File: src/rtl/wsd_pkg.sv
// Shared types, codes and helpers for the WebSocket frame deframer.
package wsd_pkg;

    typedef enum logic [2:0] {
        PH_HDR0 = 3'd0,
        PH_HDR1 = 3'd1,
        PH_EXT  = 3'd2,
        PH_MASK = 3'd3,
        PH_PAY  = 3'd4
    } wsd_phase_t;

    localparam logic [1:0] EV_PAYLOAD   = 2'd0;
    localparam logic [1:0] EV_EMPTY     = 2'd1;
    localparam logic [1:0] EV_HEARTBEAT = 2'd2;
    localparam logic [1:0] EV_CLOSE     = 2'd3;

    localparam logic [2:0] KIND_CONT     = 3'd0;
    localparam logic [2:0] KIND_TEXT     = 3'd1;
    localparam logic [2:0] KIND_BINARY   = 3'd2;
    localparam logic [2:0] KIND_CLOSE    = 3'd3;
    localparam logic [2:0] KIND_PING     = 3'd4;
    localparam logic [2:0] KIND_PONG     = 3'd5;
    localparam logic [2:0] KIND_RESERVED = 3'd6;

    localparam logic [3:0] OP_CONT   = 4'h0;
    localparam logic [3:0] OP_TEXT   = 4'h1;
    localparam logic [3:0] OP_BINARY = 4'h2;
    localparam logic [3:0] OP_CLOSE  = 4'h8;
    localparam logic [3:0] OP_PING   = 4'h9;
    localparam logic [3:0] OP_PONG   = 4'hA;

    localparam logic [6:0] LEN_EXT16 = 7'h7E;
    localparam logic [6:0] LEN_EXT64 = 7'h7F;

    localparam int LEN_W = 63;

    typedef struct packed {
        logic [1:0]       event_res;
        logic [7:0]       data_raw;
        logic [7:0]       key_byte;
        logic [2:0]       frame_kind;
        logic             final_fragment;
        logic             last_of_frame;
        logic [LEN_W-1:0] frame_length;
    } wsd_item_t;

    function automatic logic [2:0] map_opcode(input logic [3:0] op);
        logic [2:0] k;
        case (op)
            OP_CONT:   k = KIND_CONT;
            OP_TEXT:   k = KIND_TEXT;
            OP_BINARY: k = KIND_BINARY;
            OP_CLOSE:  k = KIND_CLOSE;
            OP_PING:   k = KIND_PING;
            OP_PONG:   k = KIND_PONG;
            default:   k = KIND_RESERVED;
        endcase
        return k;
    endfunction

endpackage

File: src/rtl/wsd_front.sv
// Header parser that classifies each received byte and queues result items.
module wsd_front
    import wsd_pkg::*;
(
    input  logic       clk,
    input  logic       rst_n,
    input  logic       take,
    input  logic [7:0] stream_byte,
    output logic       push,
    output wsd_item_t  item
);

    wsd_phase_t       phase_reg, phase_next;
    logic [3:0]       cnt_reg, cnt_next;
    logic             fin_reg, fin_next;
    logic [2:0]       kind_reg, kind_next;
    logic             masked_reg, masked_next;
    logic [LEN_W-1:0] length_reg, length_next;
    logic [31:0]      key_reg, key_next;
    logic [LEN_W-1:0] left_reg, left_next;
    logic [1:0]       idx_reg, idx_next;

    logic             after_len;
    logic             finish;
    logic             is_ctrl;
    logic [3:0]       cnt_dec;
    logic [LEN_W-1:0] left_dec;
    logic [7:0]       key_sel;

    always_ff @(posedge clk or negedge rst_n)
    begin
        if (!rst_n)
        begin
            phase_reg  <= PH_HDR0;
            cnt_reg    <= '0;
            fin_reg    <= 1'b0;
            kind_reg   <= KIND_CONT;
            masked_reg <= 1'b0;
            length_reg <= '0;
            key_reg    <= '0;
            left_reg   <= '0;
            idx_reg    <= '0;
        end
        else
        begin
            phase_reg  <= phase_next;
            cnt_reg    <= cnt_next;
            fin_reg    <= fin_next;
            kind_reg   <= kind_next;
            masked_reg <= masked_next;
            length_reg <= length_next;
            key_reg    <= key_next;
            left_reg   <= left_next;
            idx_reg    <= idx_next;
        end
    end

    always_comb
    begin
        case (idx_reg)
            2'd0:    key_sel = key_reg[31:24];
            2'd1:    key_sel = key_reg[23:16];
            2'd2:    key_sel = key_reg[15:8];
            default: key_sel = key_reg[7:0];
        endcase
    end

    assign is_ctrl  = (kind_reg inside {KIND_CLOSE, KIND_PING, KIND_PONG});
    assign cnt_dec  = cnt_reg - 4'd1;
    assign left_dec = (left_reg != '0) ? left_reg - {{(LEN_W-1){1'b0}}, 1'b1} : '0;

    always_comb
    begin
        phase_next  = phase_reg;
        cnt_next    = cnt_reg;
        fin_next    = fin_reg;
        kind_next   = kind_reg;
        masked_next = masked_reg;
        length_next = length_reg;
        key_next    = key_reg;
        left_next   = left_reg;
        idx_next    = idx_reg;
        after_len   = 1'b0;
        finish      = 1'b0;
        push        = 1'b0;
        item.event_res      = EV_PAYLOAD;
        item.data_raw       = 8'd0;
        item.key_byte       = 8'd0;
        item.frame_kind     = kind_reg;
        item.final_fragment = fin_reg;
        item.last_of_frame  = 1'b0;
        item.frame_length   = length_reg;

        if (take)
        begin
            case (phase_reg)
                PH_HDR1:
                begin
                    masked_next = stream_byte[7];
                    if (stream_byte[6:0] == LEN_EXT16 || stream_byte[6:0] == LEN_EXT64)
                    begin
                        length_next = '0;
                        cnt_next    = (stream_byte[6:0] == LEN_EXT16) ? 4'd2 : 4'd8;
                        phase_next  = PH_EXT;
                    end
                    else
                    begin
                        length_next = {{(LEN_W-7){1'b0}}, stream_byte[6:0]};
                        after_len   = 1'b1;
                    end
                end
                PH_EXT:
                begin
                    length_next = {length_reg[LEN_W-9:0], stream_byte};
                    cnt_next    = cnt_dec;
                    after_len   = (cnt_dec == 4'd0);
                end
                PH_MASK:
                begin
                    key_next = {key_reg[23:0], stream_byte};
                    cnt_next = cnt_dec;
                    finish   = (cnt_dec == 4'd0);
                end
                PH_PAY:
                begin
                    left_next = left_dec;
                    if (left_dec == '0)
                    begin
                        phase_next = PH_HDR0;
                    end
                    if (!is_ctrl)
                    begin
                        push                = 1'b1;
                        item.event_res      = EV_PAYLOAD;
                        item.data_raw       = stream_byte;
                        item.key_byte       = masked_reg ? key_sel : 8'd0;
                        item.last_of_frame  = (left_dec == '0);
                        idx_next            = idx_reg + 2'd1;
                    end
                end
                default:
                begin
                    fin_next   = stream_byte[7];
                    kind_next  = map_opcode(stream_byte[3:0]);
                    cnt_next   = '0;
                    phase_next = PH_HDR1;
                end
            endcase

            if (after_len)
            begin
                if (masked_next)
                begin
                    key_next   = '0;
                    cnt_next   = 4'd4;
                    phase_next = PH_MASK;
                end
                else
                begin
                    finish = 1'b1;
                end
            end

            if (finish)
            begin
                idx_next          = '0;
                left_next         = length_next;
                item.frame_length = length_next;
                item.last_of_frame = 1'b1;
                if (is_ctrl)
                begin
                    phase_next     = (length_next != '0) ? PH_PAY : PH_HDR0;
                    push           = 1'b1;
                    item.event_res = (kind_reg == KIND_CLOSE) ? EV_CLOSE : EV_HEARTBEAT;
                end
                else if (length_next == '0)
                begin
                    phase_next     = PH_HDR0;
                    push           = 1'b1;
                    item.event_res = EV_EMPTY;
                end
                else
                begin
                    phase_next = PH_PAY;
                end
            end
        end
    end

endmodule

File: src/rtl/wsd_fifo.sv
// Short queue of result items between the parser and the output stage.
module wsd_fifo
    import wsd_pkg::*;
#(
    parameter int DEPTH = 4
)
(
    input  logic      clk,
    input  logic      rst_n,
    input  logic      push,
    input  wsd_item_t push_item,
    output logic      ready,
    output logic      valid,
    input  logic      pop,
    output wsd_item_t head_item
);

    localparam int PTR_W = (DEPTH > 1) ? $clog2(DEPTH) : 1;
    localparam int CNT_W = $clog2(DEPTH + 1);

    wsd_item_t        mem [DEPTH];
    logic [PTR_W-1:0] wr_ptr_reg, wr_ptr_next;
    logic [PTR_W-1:0] rd_ptr_reg, rd_ptr_next;
    logic [CNT_W-1:0] count_reg, count_next;
    logic             do_push;
    logic             do_pop;

    assign ready     = (count_reg != CNT_W'(DEPTH));
    assign valid     = (count_reg != '0);
    assign do_push   = push && ready;
    assign do_pop    = pop && valid;
    assign head_item = mem[rd_ptr_reg];

    always_comb
    begin
        wr_ptr_next = wr_ptr_reg;
        rd_ptr_next = rd_ptr_reg;
        count_next  = count_reg;
        if (do_push)
        begin
            wr_ptr_next = (wr_ptr_reg == PTR_W'(DEPTH - 1)) ? '0 : wr_ptr_reg + PTR_W'(1);
        end
        if (do_pop)
        begin
            rd_ptr_next = (rd_ptr_reg == PTR_W'(DEPTH - 1)) ? '0 : rd_ptr_reg + PTR_W'(1);
        end
        if (do_push && !do_pop)
        begin
            count_next = count_reg + CNT_W'(1);
        end
        else if (do_pop && !do_push)
        begin
            count_next = count_reg - CNT_W'(1);
        end
    end

    always_ff @(posedge clk or negedge rst_n)
    begin
        if (!rst_n)
        begin
            wr_ptr_reg <= '0;
            rd_ptr_reg <= '0;
            count_reg  <= '0;
        end
        else
        begin
            wr_ptr_reg <= wr_ptr_next;
            rd_ptr_reg <= rd_ptr_next;
            count_reg  <= count_next;
        end
    end

    always_ff @(posedge clk)
    begin
        if (do_push)
        begin
            mem[wr_ptr_reg] <= push_item;
        end
    end

endmodule

File: src/rtl/wsd_back.sv
// Output stage that unmasks payload bytes and holds the result beat.
module wsd_back
    import wsd_pkg::*;
(
    input  logic        clk,
    input  logic        rst_n,
    input  logic        item_valid,
    input  wsd_item_t   item,
    output logic        pop,
    output logic        m_axis_tvalid,
    input  logic        m_axis_tready,
    output logic [71:0] m_axis_tdata,
    output logic [5:0]  m_axis_tuser,
    output logic        m_axis_tlast
);

    logic             valid_reg;
    logic [7:0]       data_reg;
    logic [1:0]       event_reg;
    logic [2:0]       kind_reg;
    logic             fin_reg;
    logic             last_reg;
    logic [LEN_W-1:0] length_reg;

    assign pop = item_valid && (!valid_reg || m_axis_tready);

    always_ff @(posedge clk or negedge rst_n)
    begin
        if (!rst_n)
        begin
            valid_reg <= 1'b0;
        end
        else if (pop)
        begin
            valid_reg <= 1'b1;
        end
        else if (m_axis_tready)
        begin
            valid_reg <= 1'b0;
        end
    end

    always_ff @(posedge clk)
    begin
        if (pop)
        begin
            data_reg   <= item.data_raw ^ item.key_byte;
            event_reg  <= item.event_res;
            kind_reg   <= item.frame_kind;
            fin_reg    <= item.final_fragment;
            last_reg   <= item.last_of_frame;
            length_reg <= item.frame_length;
        end
    end

    assign m_axis_tvalid = valid_reg;
    assign m_axis_tdata  = {1'b0, length_reg, data_reg};
    assign m_axis_tuser  = {fin_reg, kind_reg, event_reg};
    assign m_axis_tlast  = last_reg;

endmodule

File: src/rtl/websocket_frame_deframer.sv
// Top level of the WebSocket receive deframer and unmasker.
// Accepts one stream byte per cycle while the result queue is not full; a full queue drops s_axis_tready.
// A result beat reaches the master side through the result queue and then the output register.
// Header bytes that complete no control or empty frame give no beat.
// Reset is asynchronous and active low; parsing restarts at the first header byte.
module websocket_frame_deframer
    import wsd_pkg::*;
#(
    parameter int FIFO_DEPTH = 4
)
(
    input  logic        clk,
    input  logic        rst_n,
    input  logic        s_axis_tvalid,
    output logic        s_axis_tready,
    input  logic [7:0]  s_axis_tdata,   // [7:0] stream_byte
    output logic        m_axis_tvalid,
    input  logic        m_axis_tready,
    output logic [71:0] m_axis_tdata,   // [7:0] data_byte, [70:8] frame_length, [71] zero
    output logic [5:0]  m_axis_tuser,   // [1:0] event_res, [4:2] frame_kind, [5] final_fragment
    output logic        m_axis_tlast
);

    logic      take;
    logic      push;
    wsd_item_t push_item;
    logic      q_valid;
    logic      q_pop;
    wsd_item_t head_item;

    assign take = s_axis_tvalid && s_axis_tready;

    wsd_front u_front (
        .clk         (clk),
        .rst_n       (rst_n),
        .take        (take),
        .stream_byte (s_axis_tdata),
        .push        (push),
        .item        (push_item)
    );

    wsd_fifo #(
        .DEPTH (FIFO_DEPTH)
    ) u_fifo (
        .clk       (clk),
        .rst_n     (rst_n),
        .push      (push),
        .push_item (push_item),
        .ready     (s_axis_tready),
        .valid     (q_valid),
        .pop       (q_pop),
        .head_item (head_item)
    );

    wsd_back u_back (
        .clk           (clk),
        .rst_n         (rst_n),
        .item_valid    (q_valid),
        .item          (head_item),
        .pop           (q_pop),
        .m_axis_tvalid (m_axis_tvalid),
        .m_axis_tready (m_axis_tready),
        .m_axis_tdata  (m_axis_tdata),
        .m_axis_tuser  (m_axis_tuser),
        .m_axis_tlast  (m_axis_tlast)
    );

endmodule

File: config.mk
export PLATFORM = sky130hd
export DESIGN_NAME = websocket_frame_deframer
export DESIGN_NICKNAME = d
export VERILOG_FILES = /design/src/rtl/wsd_pkg.sv /design/src/rtl/wsd_front.sv /design/src/rtl/wsd_fifo.sv /design/src/rtl/wsd_back.sv /design/src/rtl/websocket_frame_deframer.sv
export SDC_FILE = /design/constraint.sdc
export NUM_CORES = 1
export LEC_CHECK = 0
export BUFFER_PORTS_ARGS = -buffer_cell sky130_fd_sc_hd__clkbuf_2
export CORE_MARGIN = 1.5
export CORE_UTILIZATION = 40
export CTS_BUF_LIST = sky130_fd_sc_hd__clkbuf_2 sky130_fd_sc_hd__clkbuf_4 sky130_fd_sc_hd__clkbuf_8
export CTS_CLUSTER_DIAMETER = 30
export DETAILED_ROUTE_END_ITERATION = 7
export SLEW_MARGIN = 20
export SYNTH_ARGS = -nofsm -noshare
export SYNTH_HDL_FRONTEND = slang
export SYNTH_SLANG_ARGS = --single-unit
File: constraint.sdc
create_clock -name clk -period 13.9 [get_ports clk]
set_clock_uncertainty 0.2 [all_clocks]
set_input_delay 0.695 -clock clk [delete_from_list [all_inputs] [get_ports clk]]
set_output_delay 0.695 -clock clk [all_outputs]
set_load 0.05 [all_outputs]
# Word-level counts from Yosys, hierarchy flattened
# Memory sizes are Yosys's and may differ from the RTL's.
# Index checks and enable logic that the tools add are counted.
[totals]
ff_bits = 258
ram_bits = 344
output_inout_bits = 81
memories = 1
inputBits = 12
wordCells = 140
[memory_table]
columns = ["name", "depth", "width", "read_ports", "rd_clocked_by_memory_dff", "write_ports", "line", "source"]
rows = [
  ["u_fifo.mem", 4, 86, 1, 0, 1, "wsd_fifo.sv:21", "wsd_item_t mem [DEPTH];"],
]
[classes]
n_eq_ne = 20
n_mux = 63
n_addsub = 7
n_reduce_logical = 28
bitwise = 2
[ops]
columns = ["cell", "n"]
rows = [
  ["2-to-1 mux 63 bit", 4],
  ["2-to-1 mux 64 bit", 2],
  ["logical NOT 63 bit", 2],
  ["one-hot mux 63 bit (2 select lines)", 1],
  ["nonzero test 63 bit", 2],
  ["2-to-1 mux 32 bit", 3],
  ["subtractor 63 x 1 -> 63 bit, second input constant", 1],
  ["2-to-1 mux 18 bit", 2],
  ["2-to-1 mux 3 bit", 10],
  ["one-hot mux 8 bit (3 select lines)", 1],
  ["2-to-1 mux 1 bit", 21],
  ["one-hot mux 3 bit (6 select lines)", 1],
  ["2-to-1 mux 16 bit", 1],
  ["2-to-1 mux 2 bit", 8],
  ["2-to-1 mux 4 bit", 4],
  ["== test 7 bit, second input constant", 2],
  ["== test 4 bit, second input constant", 3],
  ["one-hot mux 4 bit (3 select lines)", 1],
  ["== test 3 x 2 -> 1 bit, second input constant", 3],
  ["== test 3 bit, second input constant", 3],
  ["one-hot mux 3 bit (3 select lines)", 1],
  ["logical NOT 4 bit", 2],
  ["2-to-1 mux 8 bit", 1],
  ["XOR 8 bit", 1],
  ["24 further kinds", 40],
]

# Depth between registers and ports, before layout
# Gate-level depths: netlist of the first run.
[depth]
ltp_word = 15
mapped_depth = 16
mapped_depth_nobuf = 15

# Modules after synthesis
# Synthesis of the first run repeated with hierarchy kept, for this count alone.
[hier_totals]
cells_unflattened = 1896
area_unflattened_um2 = 26200.1
[modules_own_cells]
columns = ["module", "cells_per_inst", "seq_area_each_um2", "area_each_um2", "instances"]
rows = [
  ["wsd_fifo", 486, 10505.1, 12823.5, 1],
  ["wsd_front", 1316, 4304.1, 10895.4, 1],
  ["wsd_back", 93, 2367.3, 2474.9, 1],
  ["websocket_frame_deframer", 1, 0.0, 6.3, 1],
]

# Worst setup path before layout of the first run
# Ideal clock, no wire load.
[synth_path]
path_type = "input to register"
startpoint = "input m_axis_tready"
endpoint = "register u_fifo.count_reg[1]"
required_ps = 13575
path_buffers = 0
path_slack_ps = 7638
arrival_ps = 5937
setup_ps = 125
stages = 7
path_cell_list = "inv_1 > a21oi_1 > inv_1 > ha_1 > inv_1 > fa_1 > mux2_2"
[synth_between]
elab_chain_cells = 6
word_cells_on_any_way = 8
classes_between = "mux: 1; reduce/logical: 7"
[synth_rtl]
columns = ["element", "line", "source"]
rows = [
  ["start: declaration", "websocket_frame_deframer.sv:18", "input logic m_axis_tready,"],
  ["logical OR 1 bit", "wsd_back.sv:25", "assign pop = item_valid && (!valid_reg || m_axis_tready);"],
  ["logical AND 1 bit", "wsd_back.sv:25", ""],
  ["net q_pop", "websocket_frame_deframer.sv:28", "logic q_pop;"],
  ["logical AND 1 bit", "wsd_fifo.sv:31", "assign do_pop = pop && valid;"],
  ["logical NOT 1 bit", "wsd_fifo.sv:47", "if (do_push && !do_pop)"],
  ["logical AND 1 bit", "wsd_fifo.sv:47", ""],
  ["2-to-1 mux 3 bit", "wsd_fifo.sv:47", ""],
  ["net u_fifo.count_next[1]", "wsd_fifo.sv:24", "logic [CNT_W-1:0] count_reg, count_next;"],
  ["end signal: assignment", "wsd_fifo.sv:69", "count_reg <= count_next;"],
  ["end: declaration", "wsd_fifo.sv:24", ""],
]
# The timed path passes the listed nets, and every way through them passes these cells.
# A chain may end at the register's enable or synchronous reset.

# Final worst setup path of the first run
[layout_path]
startpoint = "register u_front.length_reg[53]"
endpoint = "memory u_fifo.mem[0][29] in the netlist's numbering, enable pin"
[layout_between]
elab_chain_cells = 10
[layout_rtl]
columns = ["element", "line", "source"]
rows = [
  ["start: declaration", "wsd_front.sv:18", "logic [LEN_W-1:0] length_reg, length_next;"],
  ["start signal: assignment", "wsd_front.sv:51", "length_reg <= length_next;"],
  ["one-hot mux 63 bit (2 select lines)", "wsd_front.sv:96", "case (phase_reg)"],
  ["2-to-1 mux 63 bit", "wsd_front.sv:94", "if (take)"],
  ["logical NOT 63 bit", "wsd_front.sv:176", "else if (length_next == '0)"],
  ["2-to-1 mux 1 bit", "wsd_front.sv:176", ""],
  ["2-to-1 mux 1 bit", "wsd_front.sv:170", "if (is_ctrl)"],
  ["2-to-1 mux 1 bit", "wsd_front.sv:164", "if (finish)"],
  ["2-to-1 mux 1 bit", "wsd_front.sv:94", ""],
  ["logical AND 1 bit", "wsd_fifo.sv:30", "assign do_push = push && ready;"],
  ["net u_fifo.do_push", "wsd_fifo.sv:25", "logic do_push;"],
  ["2-to-1 mux 1 bit", "wsd_fifo.sv:75", "if (do_push)"],
  ["2-to-1 mux 1 bit (implied by the code)", "wsd_fifo.sv:77", "mem[wr_ptr_reg] <= push_item;"],
  ["end: declaration", "wsd_fifo.sv:21", ""],
]
# The timed path passes the listed nets, and every way through them passes these cells. The select of a mux whose other input is x is not followed.

==> metrics.txt, run 1 <==
Synth Net Count=1991; Reg power frac=39.5%; DIE HEIGHT=260 um; drt drc=0; Placer Congestion=0.946; DP HPWL=approximately 46 mm; Crit Path Max Fanout=45; Slew HR=18.2%; Area after DPL=27600 sq um; sequential area share after synthesis=65.2%; Cell Pwr Density=222 nW/um^2; Std-Cell Rows=93; CTS tree=built; fin crit share=38.7%; final instance area=30300 sq um; Peak Freq=186 MHz; Unique masters post-synth=70; Synth top area share=between 40% and 50%; Worst EP arrival=5.50 ns; layout cells sized above 1=between 20% and 30%; WS Path Type=flip-flop to flip-flop; average wire per standard cell=23.4 um; syn_area_per_cell=approximately 13 sq um; minimum clock period=between 5 and 6 ns; Leak Pwr=0.0108 uW; final wirelength=approximately 71 mm; Worst-Skew Late Latency=0.73 ns; largest net degree at the start of global routing=105; final setup vio count=0; CTS max path bufs=3; final core occ=46.7%; Seq cells post-synth=602; post-DR vias/cell=5.89; P_sw=2610 uW; port bufs=91; HP Class=primary input to flip-flop; initial DRC count=2132; Initial Utilization=40.7%; peak supply drop=about 0.10 mV; Critical Path RT=14.02 ns; internal power=4120 uW; max-cap check violation count=0; post-route ant nets=0; top cells by area, synth=edfxtp_1 (48%), dfrtp_1 (17%), mux4_2 (6.7%); CP Capture Type=flip-flop; Comb pwr share=32.3%; Largest register FFs=344; Placeable Area=64800 sq um; CTS HTree Levels=3; CTS Sinks=about 600; chip width=approximately 260 um; GRT Total Usage=approximately a fifth; Total Die Area=67500 sq um; Min Hold Slack=between 0.15 and 0.2 ns; Max Slew Vio Count=0; cell area after synthesis=26400 sq um; total vias in the final route=17814; Clock Power Share=28.2%; CTS buffer count=118; outcome=finished clean; startpoint types=flip-flop; predominant post-synthesis flop cell=edfxtp_1; Net Sw Frac=38.8%; Final Hold Fails=0; clk root buf=clkbuf_8; Congestion Overflow GR=0; number of synthesized flops with an enable pin=422; first-pass GRT wire length=around 110 mm; Synth Instances=1965; I/O pin cnt=93; post-synth top area cell=edfxtp_1; FILL cells=5735; number of global-route vias before repair=17192; Least-Margin Pin Slew=1.21 ns; unrepaired setup endpoints after global routing=no; fin nets=approximately 2100; async set-reset flop share out of synthesis=29.9%; Clock transition at path regs=0.06 ns; initial antenna violation count=2; Total Negative Setup Slacks=0 ns; Area growth, synth to finish=14.7%; most flop-heavy register=u_fifo.mem; total iterations of the first detailed-routing run=6; Yosys warnings=0
==> repair_timing <==
item,in CTS,in global routing
buffers inserted,0,0
hold endpoints to repair,82,0
resized for setup,0,0
hold buffers,2,0
==> cell usage after synthesis, types with 5 or more instances <==
cell      instances
edfxtp_1        422
nand2_1         210
dfrtp_1         180
o21ai_0         162
clkbuf_1        115
nor2_1           95
a21oi_1          84
mux4_2           78
a22oi_1          53
a32o_1           49
nor3_1           42
xor2_1           42
nor4_1           41
inv_1            34
a22o_1           32
nand4_1          27
o22ai_1          24
nand3_1          23
and2_1           22
or3_1            20
xnor2_1          20
or4_1            16
buf_1            13
ha_1             13
a31oi_1          12
o32a_1           10
o32ai_1          10
mux2_2            9
or2_2             9
a222oi_1          8
and4_1            7
nand2b_1          7
nand3b_1          6
o31ai_1           5
==> power by group through the flow <==
stage	sequential (uW)	combinational [uW]	clock, uW
2_1_floorplan	2910	1260	0
3_3_place_gp	2670	2150	0
3_5_place_dp	2680	2160	0
4_1_cts	2650	2170	1930
5_1_grt	2700	2320	2020
6_report	2660	2170	1890
==> placed cells by master, fill, tap and decap left out, types with 27 or more instances in the layout <==
cell type,count
inv_1,34
mux4_2,78
nor3_1,42
edfxtp_1,422
clkbuf_8,129
a22oi_1,53
a22o_1,31
nand2_1,208
o21ai_0,162
nor4_1,40
nand4_1,27
clkbuf_2,90
a21oi_1,82
nor2_1,92
xor2_1,42
dfrtp_1,178
a32o_1,49
==> cell type report <==
class | count | area [sq um] | area share (%)
flip-flops and latches | 602 | 17200 | 56.8
inverters | 34 | 128 | 0.422
well taps | 855 | 1070 | 3.54
clock buffers | 144 | 1880 | 6.22
multi-input cells | 1197 | 8620 | 28.5
repair buffers | 117 | 664 | 2.20
diodes | 3 | 7.51 | 0.0248
clock inverters | 73 | 699 | 2.31
==> kinds of logic (layout without fill, tap and decap cells) <==
group | after synthesis | in the layout | share of synthesized area (%)
xor gates and xnor gates | 62 | 62 | 2.06
other | 1 | 4 | 0.0142
buffers and inverters | 166 | 368 | 2.45
AOI/OAI and AO/OA | 480 | 480 | 12.2
DFF | 602 | 602 | 65.2
adders and majority gates | 15 | 15 | 0.731
muxes | 91 | 91 | 7.20
and+or+nand+nor | 548 | 548 | 10.2
==> metrics by stage <==
step	power (uW)	setup slack [ns]	instances
global route	7040	8.25	3024
global placement	4820	8.15	2803
finish	6720	8.52	3025
detailed placement	4850	8.25	2803
CTS	6760	8.50	3022
floorplan	4160	7.64	1965
==> final timing paths <==
kind	startpoint	end	slack, ns	cells past startpoint
max in group asynchronous	rst_n	u_fifo.rd_ptr_reg[0]$_DFFE_PN0P_	11.62	3
min in group asynchronous	rst_n	u_front.left_reg[28]$_DFFE_PN0P_	0.40	2
setup / recovery	u_front.length_reg[53]$_DFFE_PN0P_	u_fifo.mem[0][29]$_DFFE_PP_	8.52	10
setup reg to reg	u_front.length_reg[53]$_DFFE_PN0P_	u_fifo.mem[0][29]$_DFFE_PP_	8.52	10
hold / removal	s_axis_tdata[3]	u_front.key_reg[3]$_DFFE_PN0P_	0.15	3
hold reg to reg	u_fifo.count_reg[2]$_DFFE_PN0P_	u_fifo.count_reg[2]$_DFFE_PN0P_	0.31	1
==> layer usage <==
metal  global-route usage (%)  vias up  share of wire, %  routed length [um]
li1                         -     7893                 -                   -
met1                     31.1     9111                46               32300
met2                     31.4      694                45               32100
met3                     3.56      116               6.7                4720
met4                     7.24        0               2.5                1770
met5                        0        -                 0                   0
==> worst max-delay path, cell delays in order (launching register included) <==
cell	delay (ns)
dfrtp_1	0.46
or4_1	0.62
nor4_1	0.27
or4b_1	0.48
a2111oi_0	0.59
nand4_1	0.33
a21oi_1	0.20
a21oi_1	0.05
nor2_1	0.38
and2_4	0.68
buf_4	0.65
No activity file was read; power rests on OpenSTA's default activity.
==> inputs of run 2 (changes only) <==
clock period = 5 ns   (was 13.9 ns; I/O delays follow)
==> run 2 against run 1 <==
  * The flow now finishes with violations (negative hold slack)
  * Via count barely moved
  * Setup slack got worse by 8.0 ns
  * Non-clock buffer count rose by 40
  * Sequential share of layout area fell by 1.3 points
  * Core utilization rose by 1.1 points
  * First-iteration DRC count fell by 3.8%
  * Combinational power rose to 2.8 times the previous value
  * Flip-flop and latch count did not move
  * Clock-buffer cell count rose by 3
  * Global-route usage barely moved
  * Design area rose by 2.4%
==> metrics.txt, run 2 (same netlist as run 1, synthesis figures left out) <==
outcome=finished, violations left; failing checks=negative hold slack; most common cell after layout, fill and taps aside=edfxtp_1; fin nets=2135; post-CTS setup buffer count=0; max-cap check violation count=0; CTS max path bufs=3; initial DRC count=around 2100; final wirelength=70.9 mm; average wire per standard cell=roughly 23 um; Critical Path RT=~5.4 ns; CTS Sinks=around 600; Worst-Skew Late Latency=about 0.74 ns; DP HPWL=46.9 mm; Clock transition at path regs=0.06 ns; fin crit share=~90%; Final Hold Fails=4; unrepaired setup endpoints after global routing=no; most flop-heavy register=u_fifo.mem; Area after DPL=28000 sq um; FF-to-FF path depth=15; Least-Margin Pin Slew=1.12 ns; HP Class=primary input to async pin; DIE HEIGHT=around 260 um; most frequent cells in the layout=edfxtp_1 (422), nand2_1 (208), dfrtp_1 (178); Placeable Area=64800 sq um; first-pass GRT wire length=108 mm; total iterations of the first detailed-routing run=6; Peak Freq=about 220 MHz; Std-Cell Rows=93; Max Slew Vio Count=0; final setup vio count=0; Congestion Overflow GR=0; min setup slack post-route=~0.50 ns; Slew HR=24.8%; Worst setup endpoint=u_fifo.count_reg[2]$_DFFE_PN0P_; CP Capture Type=flip-flop; Total Negative Setup Slacks=0 ns; max incr delay on CP=between 0.6 and 0.7 ns; peak supply drop=between 0.3 and 0.4 mV; number of global-route vias before repair=17516; Layout Cells excl Fill=3069; CTS HTree Levels=3; r2r endpoint=u_fifo.count_reg[2]$_DFFE_PN0P_; Cell Pwr Density=approximately 620 nW/um^2; CP max stage cell=or4_1; Worst setup startpoint=u_front.length_reg[53]$_DFFE_PN0P_; clk root buf=clkbuf_8; post-DR vias/cell=between 5 and 6; crit path cell chain=or4_1 > nor4_1 > or4b_1 > a2111oi_0 > nand4_1 > a21oi_1 > a21oi_1 > nor2_1 > buf_4 > ha_1 > inv_1 > fa_1 > xor2_1 > nor2_1 > xor2_1; startpoint types=flip-flop; initial antenna violation count=4; largest net degree at the start of global routing=105; GRT Total Usage=between 20% and 30%; Leak Pwr=0.0111 uW; chip width=260 um; worst r2r src=u_front.length_reg[53]$_DFFE_PN0P_; post-route ant nets=0; final instance area=31000 sq um; Crit Path Max Fanout=7; layout cells sized above 1=21.6%; pre-CTS setup slack=about 0.55 ns; minimum clock period=4.50 ns; Initial Utilization=40.7%; total vias in the final route=between 15000 and 20000; Largest register FFs=344; drt drc=0; Min Hold Slack=-0.0156 ns; Placer Congestion=0.946; I/O pin cnt=93; Area growth, synth to finish=17.5%; port bufs=91; placed cells=2833; R2R Setup Slk=0.50 ns; CTS tree=built; Worst EP arrival=4.94 ns; WS Path Type=flip-flop to flip-flop; CTS buffer count=117; Total Die Area=between 60000 and 70000 sq um
-- run 2: worst max-delay path: cells and delay by family, from the launching register on --
kind	cells	cell delay (ns)
compound gates	3	0.81
xor+xnor	2	0.33
fa+ha+maj	2	0.57
buf+inv	2	0.25
flops	1	0.45
simple gates	6	1.83
-- run 2: layer usage --
metal  wire length [um]  global-route usage, %  vias up
met3               5130                   4.78      130
met5                 38                      0        -
li1                   -                      -     7983
met2              32700                   32.1      685
met4               1700                   7.07        6
met1              31300                   29.8     9025
-- run 2: cell type report --
type / instances / area (sq um)
antenna: 1 / 2.50
clock buffer: 147 / 1870
clock inverter: 76 / 972
fill: 5664 / 33800
inverter: 34 / 128
multi-input combinational: 1197 / 8610
sequential: 602 / 17200
tap: 855 / 1070
timing repair buffer: 157 / 1150
-- run 2: power breakdown --
group | internal [uW] | leakage, uW | switching, uW
Sequential | 6520 | 0.00633 | 892
Combinational | 1990 | 0.00330 | 4180
Clock | 3550 | 0.00145 | 2230
Total | 12100 | 0.0111 | 7300
-- run 2: through the flow --
stage | util (%) | hold slack (ns) | total power [uW]
2_1_floorplan | - | -0.246 | 11600
3_3_place_gp | 43.2 | 0.223 | 13500
3_5_place_dp | 43.2 | 0.216 | 13600
4_1_cts | 47.8 | 0.00410 | 19400
5_1_grt | 47.8 | 0.0896 | 20300
6_report | 47.8 | -0.0156 | 19400
-- run 2: timing repair --
action | 4_1_cts | 5_1_grt
hold endpoints to repair | 181 | 0
gates resized for setup | 0 | 0
hold buffers | 11 | 0
-- run 2: worst min path at each step --
stage / startpoint / cells after the start / end / slack [ns]
after detailed placement: rst_n / 1 / u_back.m_axis_tvalid$_DFFE_PN0P_ / 0.22
final: rst_n / 2 / u_back.m_axis_tvalid$_DFFE_PN0P_ / -0.02
after floorplan: rst_n / 0 / u_back.m_axis_tvalid$_DFFE_PN0P_ / -0.25
after global routing: m_axis_tready / 3 / u_back.m_axis_tvalid$_DFFE_PN0P_ / 0.09
after CTS: rst_n / 2 / u_front.key_reg[19]$_DFFE_PN0P_ / 0.004
after global placement: rst_n / 1 / u_back.m_axis_tvalid$_DFFE_PN0P_ / 0.22
